File: src/euzxz_pkg.sv
// Shared constants, types and the arctangent table for the z-x-z rotation matrix block.
`timescale 1ns / 1ps

package euzxz_pkg;

    localparam int ANGLE_BITS      = 16;
    localparam int COEF_BITS       = 16;
    localparam int TRIG_ITERATIONS = 16;

    localparam int PHASE_W    = 32;                // one full turn = 2^32
    localparam int CORDIC_W   = 34;                // Q30 datapath with headroom
    localparam int TRIG_W     = 32;                // sine / cosine in Q30
    localparam int PROD_W     = 2 * TRIG_W;        // Q60 products and sums
    localparam int Q30_SHIFT  = 30;
    localparam int COEF_FRAC  = COEF_BITS - 2;
    localparam int ROUND_SH   = 60 - COEF_FRAC;

    localparam int CORDIC_LAT = TRIG_ITERATIONS + 2;
    localparam int PIPE_LAT   = CORDIC_LAT + 4;

    localparam int IN_TDATA_W  = ((3 * ANGLE_BITS + 7) / 8) * 8;
    localparam int OUT_TDATA_W = ((9 * COEF_BITS + 7) / 8) * 8;

    typedef logic signed [CORDIC_W-1:0]  t_cordic;
    typedef logic signed [TRIG_W-1:0]    t_trig;
    typedef logic signed [PROD_W-1:0]    t_prod;
    typedef logic signed [COEF_BITS-1:0] t_coef;

    localparam t_cordic CORDIC_GAIN = t_cordic'(34'sd652032874);

    // arctangent of 2^-i in phase units, rounded to nearest
    localparam logic [31:0] ATAN_LUT [32] = '{
        32'h20000000, 32'h12E4051E, 32'h09FB385B, 32'h051111D4,
        32'h028B0D43, 32'h0145D7E1, 32'h00A2F61E, 32'h00517C55,
        32'h0028BE53, 32'h00145F2F, 32'h000A2F98, 32'h000517CC,
        32'h00028BE6, 32'h000145F3, 32'd41722,    32'd20861,
        32'd10430,    32'd5215,     32'd2608,     32'd1304,
        32'd652,      32'd326,      32'd163,      32'd81,
        32'd41,       32'd20,       32'd10,       32'd5,
        32'd3,        32'd1,        32'd1,        32'd0
    };

endpackage

File: src/euzxz_cordic.sv
// Pipelined rotation-mode CORDIC: one binary angle in, Q30 sine and cosine out.
`timescale 1ns / 1ps

module euzxz_cordic (
    input  logic                             i_clk,
    input  logic                             i_en,
    input  logic [euzxz_pkg::ANGLE_BITS-1:0] i_angle,
    output euzxz_pkg::t_trig                 o_sin,
    output euzxz_pkg::t_trig                 o_cos
);
    import euzxz_pkg::*;

    localparam int N = TRIG_ITERATIONS;

    logic [PHASE_W-1:0]        w_phase;
    logic                      w_neg;
    logic signed [PHASE_W-1:0] w_zred;

    t_cordic r_x   [0:N];
    t_cordic r_y   [0:N];
    t_cordic r_z   [0:N];
    logic    r_neg [0:N];

    t_cordic w_cos_fin;
    t_cordic w_sin_fin;
    t_trig   r_sin;
    t_trig   r_cos;

    assign w_phase = PHASE_W'(i_angle) << (PHASE_W - ANGLE_BITS);

    // outside [-pi/2, pi/2): move by pi, negate the results at the end
    assign w_neg  = w_phase[PHASE_W-1] ^ w_phase[PHASE_W-2];
    assign w_zred = {w_phase[PHASE_W-1] ^ w_neg, w_phase[PHASE_W-2:0]};

    always_ff @(posedge i_clk) begin
        if (i_en) begin
            r_x[0]   <= CORDIC_GAIN;
            r_y[0]   <= '0;
            r_z[0]   <= CORDIC_W'(w_zred);
            r_neg[0] <= w_neg;
        end
    end

    for (genvar gi = 0; gi < N; gi++) begin : g_iter
        localparam int      K    = (gi > 31) ? 31 : gi;
        localparam t_cordic ATAN = t_cordic'(ATAN_LUT[K]);

        t_cordic w_dx;
        t_cordic w_dy;

        assign w_dx = r_y[gi] >>> K;
        assign w_dy = r_x[gi] >>> K;

        always_ff @(posedge i_clk) begin
            if (i_en) begin
                if (!r_z[gi][CORDIC_W-1]) begin
                    r_x[gi+1] <= r_x[gi] - w_dx;
                    r_y[gi+1] <= r_y[gi] + w_dy;
                    r_z[gi+1] <= r_z[gi] - ATAN;
                end else begin
                    r_x[gi+1] <= r_x[gi] + w_dx;
                    r_y[gi+1] <= r_y[gi] - w_dy;
                    r_z[gi+1] <= r_z[gi] + ATAN;
                end
                r_neg[gi+1] <= r_neg[gi];
            end
        end
    end

    assign w_cos_fin = r_neg[N] ? -r_x[N] : r_x[N];
    assign w_sin_fin = r_neg[N] ? -r_y[N] : r_y[N];

    always_ff @(posedge i_clk) begin
        if (i_en) begin
            r_cos <= t_trig'(w_cos_fin);
            r_sin <= t_trig'(w_sin_fin);
        end
    end

    assign o_sin = r_sin;
    assign o_cos = r_cos;

endmodule

File: config.mk
export PLATFORM = sky130hd
export DESIGN_NAME = euzxz_cordic
export DESIGN_NICKNAME = d
export VERILOG_FILES = /design/src/euzxz_pkg.sv /design/src/euzxz_cordic.sv
export SDC_FILE = /design/constraint.sdc
export NUM_CORES = 2
export LEC_CHECK = 0
export BUFFER_PORTS_ARGS = -buffer_cell sky130_fd_sc_hd__buf_4
export CAP_MARGIN = 20
export CORE_MARGIN = 2
export CORE_UTILIZATION = 54
export DETAILED_ROUTE_END_ITERATION = 16
export GPL_TIMING_DRIVEN = 0
export PLACE_DENSITY = 0.7
export SYNTH_ARGS = -nofsm -noshare
export SYNTH_HDL_FRONTEND = slang
export SYNTH_SLANG_ARGS = --single-unit
File: constraint.sdc
create_clock -name i_clk -period 8.5 [get_ports i_clk]
set_clock_uncertainty 0.05 [all_clocks]
set_input_delay 0.85 -clock i_clk [delete_from_list [all_inputs] [get_ports i_clk]]
set_output_delay 0.85 -clock i_clk [all_outputs]
set_load 0.01 [all_outputs]
### After elaboration in Yosys (flattened, before gate mapping)

Memories as Yosys holds them, arrays and structs flattened.
Cells that the tools add are included.

| cells by class | value |
|---|---|
| muxes and demuxes | 148 |
| bitwise gates (word level) | 50 |
| add/sub/neg operators | 97 |

Operator list:

| kind | count |
|---|---|
| 2-to-1 mux 34 bit | 48 |
| 2-to-1 mux 1 bit | 98 |
| adder 34 x 19 -> 34 bit | 2 |
| adder 34 x 20 -> 34 bit | 2 |
| adder 34 x 21 -> 34 bit | 2 |
| adder 34 x 22 -> 34 bit | 2 |
| adder 34 x 23 -> 34 bit | 2 |
| adder 34 x 24 -> 34 bit | 2 |
| adder 34 x 25 -> 34 bit | 2 |
| adder 34 x 26 -> 34 bit | 2 |
| adder 34 x 27 -> 34 bit | 2 |
| adder 34 x 28 -> 34 bit | 2 |
| adder 34 x 29 -> 34 bit | 2 |
| adder 34 x 30 -> 34 bit | 2 |
| adder 34 x 31 -> 34 bit | 2 |
| adder 34 x 32 -> 34 bit | 2 |
| adder 34 x 33 -> 34 bit | 2 |
| subtractor 34 x 19 -> 34 bit | 2 |
| subtractor 34 x 20 -> 34 bit | 2 |
| subtractor 34 x 21 -> 34 bit | 2 |
| subtractor 34 x 22 -> 34 bit | 2 |
| subtractor 34 x 23 -> 34 bit | 2 |
| subtractor 34 x 24 -> 34 bit | 2 |
| subtractor 34 x 25 -> 34 bit | 2 |
| 46 further kinds | 105 |

| word-level totals | value |
|---|---|
| output and inout port bits | 64 |
| bits in writable memories | 1751 |
| word-level logic and storage cells | 301 |
| memories | 4 |
| input bits | 18 |
| register bits after elaboration | 64 |

Memories:

| name | depth | width | rd ports | clocked after memory_dff | write ports | RTL line | RTL |
|---|---|---|---|---|---|---|---|
| r_x | 17 | 34 | 17 | 0 | 17 | euzxz_cordic.sv:19 | `t_cordic r_x [0:N];` |
| r_y | 17 | 34 | 17 | 0 | 17 | euzxz_cordic.sv:20 | `t_cordic r_y [0:N];` |
| r_z | 17 | 34 | 16 | 0 | 17 | euzxz_cordic.sv:21 | `t_cordic r_z [0:N];` |
| r_neg | 17 | 1 | 17 | 0 | 17 | euzxz_cordic.sv:22 | `logic r_neg [0:N];` |

### Depth between registers and ports, before layout

An unclocked memory read counts as a cell.

| depth | value |
|---|---|
| word-level depth | 5 |
| mapped depth | 21 |
| mapped depth without buffers | 21 |

### Worst setup path before layout

Ideal clock, no wire load.

| path | value |
|---|---|
| path type | input-to-reg |
| start | input port i_en |
| end | memory r_x[4][32] in the netlist's numbering, data pin |
| setup slack | 2851 ps |
| arrival | 5334 ps |
| data required time | 8185 ps |
| setup time | 265 ps |
| buffers on the path | 4 |
| stages | 17 |
| path through | clkbuf_1 -> clkbuf_1 -> nand2_1 -> clkbuf_1 -> buf_1 -> o21ai_0 -> fa_1 -> a21o_1 -> nand4_1 -> o21ai_0 -> o41ai_1 -> a311oi_1 -> a311o_1 -> a211oi_1 -> o21a_1 -> o21ai_0 -> xor2_1 |

RTL lines:

| item | RTL line | RTL |
|---|---|---|
| start, declared | euzxz_cordic.sv:6 | `input logic i_en,` |
| end, declared | euzxz_cordic.sv:19 |  |

==> reports/results.txt <==
Avg WL per Cell = 20.9 microns
R2R Setup Slk = 2.15 ns
Die Wd = 487 microns
post-CTS setup buffer count = 0
DRT Wirelength = 343 mm
Post-synth top cells = 1522 x edfxtp_1, 1375 x ha_1, 1299 x a21oi_1
flops & latches, synth = 1522
WP buf/inv = 6
H-tree Lvls = 4
share of layout cells above drive strength 1 = 4.55%
met2 wire length = 162 mm
setup tns final = 0 ns
post-route ant nets = 0
crit path launch type = input port
Tightest Pin Transition = 1.13 ns
Worst-path clk slew = 0.06 ns
# rows = 177
delay-heaviest family, CP = compound AO/OA/AOI/OAI gates
Avg Cell Area, Syn = 9.72 sq um
Reg2Reg Depth = 15
vias in the first global route = 96500
slowest CP cell = clkbuf_1
top cell type by total area after synthesis = edfxtp_1
number of placed I/O pins = 82
CP most frequent cell = o21ai_0
most common cell in the synthesized netlist = edfxtp_1
cts repair resizes = 0
Post-CTS Hold Buffers = 0
worst-path cell chain = buf_6 -> clkbuf_1 -> clkbuf_1 -> buf_8 -> nand2_1 -> clkbuf_2 -> buf_16 -> o21ai_0 -> ha_1 -> a211oi_1 -> o21bai_1 -> a21oi_1 -> o21ai_0 -> a221oi_1 -> o21ai_0 -> a211oi_1 -> o31ai_1 -> a21oi_1 -> xnor2_1
Top Metal Used = met5
final setup vio count = 0
min-delay src = i_angle[0]
worst r2r src = r_z[7][33]
Crit Path Max Fanout = 22
Port Buf Inserts = 81
Congestion Overflow GR = 0
Syn Nets = 14400
status = completed
Clk Latency, worst-skew pair = 0.86 ns
RSZ-0062 raised after global routing = false
utilization after layout = 59.1%
nets = 14700
Max Buffers Root-to-Sink = 3
GP Congestion = 0.957
initial antenna violation count = 6
Hold EP = r_z[0][16]
Hold Path Depth = 1
Period minus WS final = 7.65 ns
Crit path depth = 19
final hold viol count = 0
Final Cycle Share = 90.1%
vias = 101000
CTS tree = built
yosys warns = 0
Hold Path Class = in -> reg
met3 wire len = 19.8 mm
DRC viols = 0
Max stage delay on crit path = 0.85 ns
Die Ht = 487 microns
cells taking the most area after synthesis = edfxtp_1 36%, ha_1 14%, xnor2_1 8.7%, a21oi_1 5.2%, xor2_1 4.2%
Avg Vias per Cell = 6.13
DR iter-0 viols = 8085
Max Slew Vio Count = 0
WL met1 = 149 mm
hpwl dp = 274 mm
Required @ worst endpoint = 9.04 ns
Synth top area share = 36.3%
drt pass-1 iters = 8
Hold Worst Slack = 0.117 ns
CP Capture Type = flop
GRT Resource Usage Total = 28.2%
die area = 0.237 sq mm
count of cell types in the netlist = 87
FFs w/ async S/R, synth = 0%
post-synthesis sequential area ratio = 36.3%
critical path data arrival time = 8.19 ns
fmax = 131 MHz
clk sink count = 1522
maxcap violations = 0
Root Buffer = clkbuf_16
largest net degree at the start of global routing = 84
area delta synth->final = 8.90%
slew margin rel. = 24.0%
core area = 0.232 sq mm
first-pass GRT wire length = 535 mm
Mapped Cells = 13000
crit path kind = in -> reg
r2r endpoint = r_x[8][33]
Post-synth EDFFs = 1522
ys flop type = edfxtp_1
Starting Density = 54.2%
Syn Std Cell Area = 0.126 sq mm
CTS Buf Count = 177
[routing by layer]
| layer | up-vias | track usage [%] |
|---|---|---|
| li1 | 49200 | - |
| met1 | 48000 | 37.2 |
| met2 | 3066 | 47.5 |
| met3 | 563 | 3.38 |
| met4 | 2 | 10.2 |
| met5 | - | 0 |
[how the worst max path moves through the flow]
stage	slack, ns	to	startpoint
floorplan	2.85	r_x[4][32]	i_en
global placement	-2.53	r_x[8][31]	i_en
detailed placement	0.03	r_x[8][31]	i_en
CTS	0.92	r_x[8][31]	i_en
global route	0.41	r_x[8][31]	i_en
finish	0.85	r_x[8][33]	i_en
[logic make-up after synthesis]
kind of cell / count (synthesis) / share of synthesized area, %
AOI/OAI and AO/OA: 4024 / 20.4
and+or+nand+nor: 3307 / 12.9
xor gates and xnor gates: 1856 / 12.9
DFF: 1522 / 36.3
adders and majority gates: 1417 / 14.3
buffers and inverters: 715 / 2.14
muxes: 116 / 0.979
[through the flow]
stage	area (sq um)	instances	setup WS (ns)
finish	137000	16400	0.845
global placement	130000	16100	-2.53
CTS	137000	16400	0.921
detailed placement	131000	16100	0.0337
global route	137000	16400	0.406
floorplan	126000	13000	2.85
[flip-flops by register name, indices dropped and copies added, names as in the netlist]
name   count
r_z      450
o_sin     32
r_x      482
o_cos     32
r_y      509
r_neg     17
[final cells by class]
type                            count  area [sq um]
Antenna cell                        4          10.0
Buffer                            215           892
Clock buffer                      206          4540
Clock inverter                    121          1500
Fill cell                       19700         95100
Inverter                          500          1880
Multi-Input combinational cell  10700         77600
Sequential cell                  1522         45700
Tap cell                         3043          3810
Timing Repair Buffer              113          1280
[cells in the final DEF, fill, tap and decap left out, drive strengths merged, types with 168 or more instances in the layout]
cell type,count
o31ai,173
ha,1375
clkbuf,398
nor2,901
xor2,606
nor3,311
nor2b,168
edfxtp,1522
o21a,185
xnor2,1250
o21ai,687
inv,511
a21oi,1299
a21o,661
nand3,244
nand2b,229
nand2,716
Power is not shown: default switching activity piles up to over one toggle a cycle in this logic, so the estimate is an artifact.
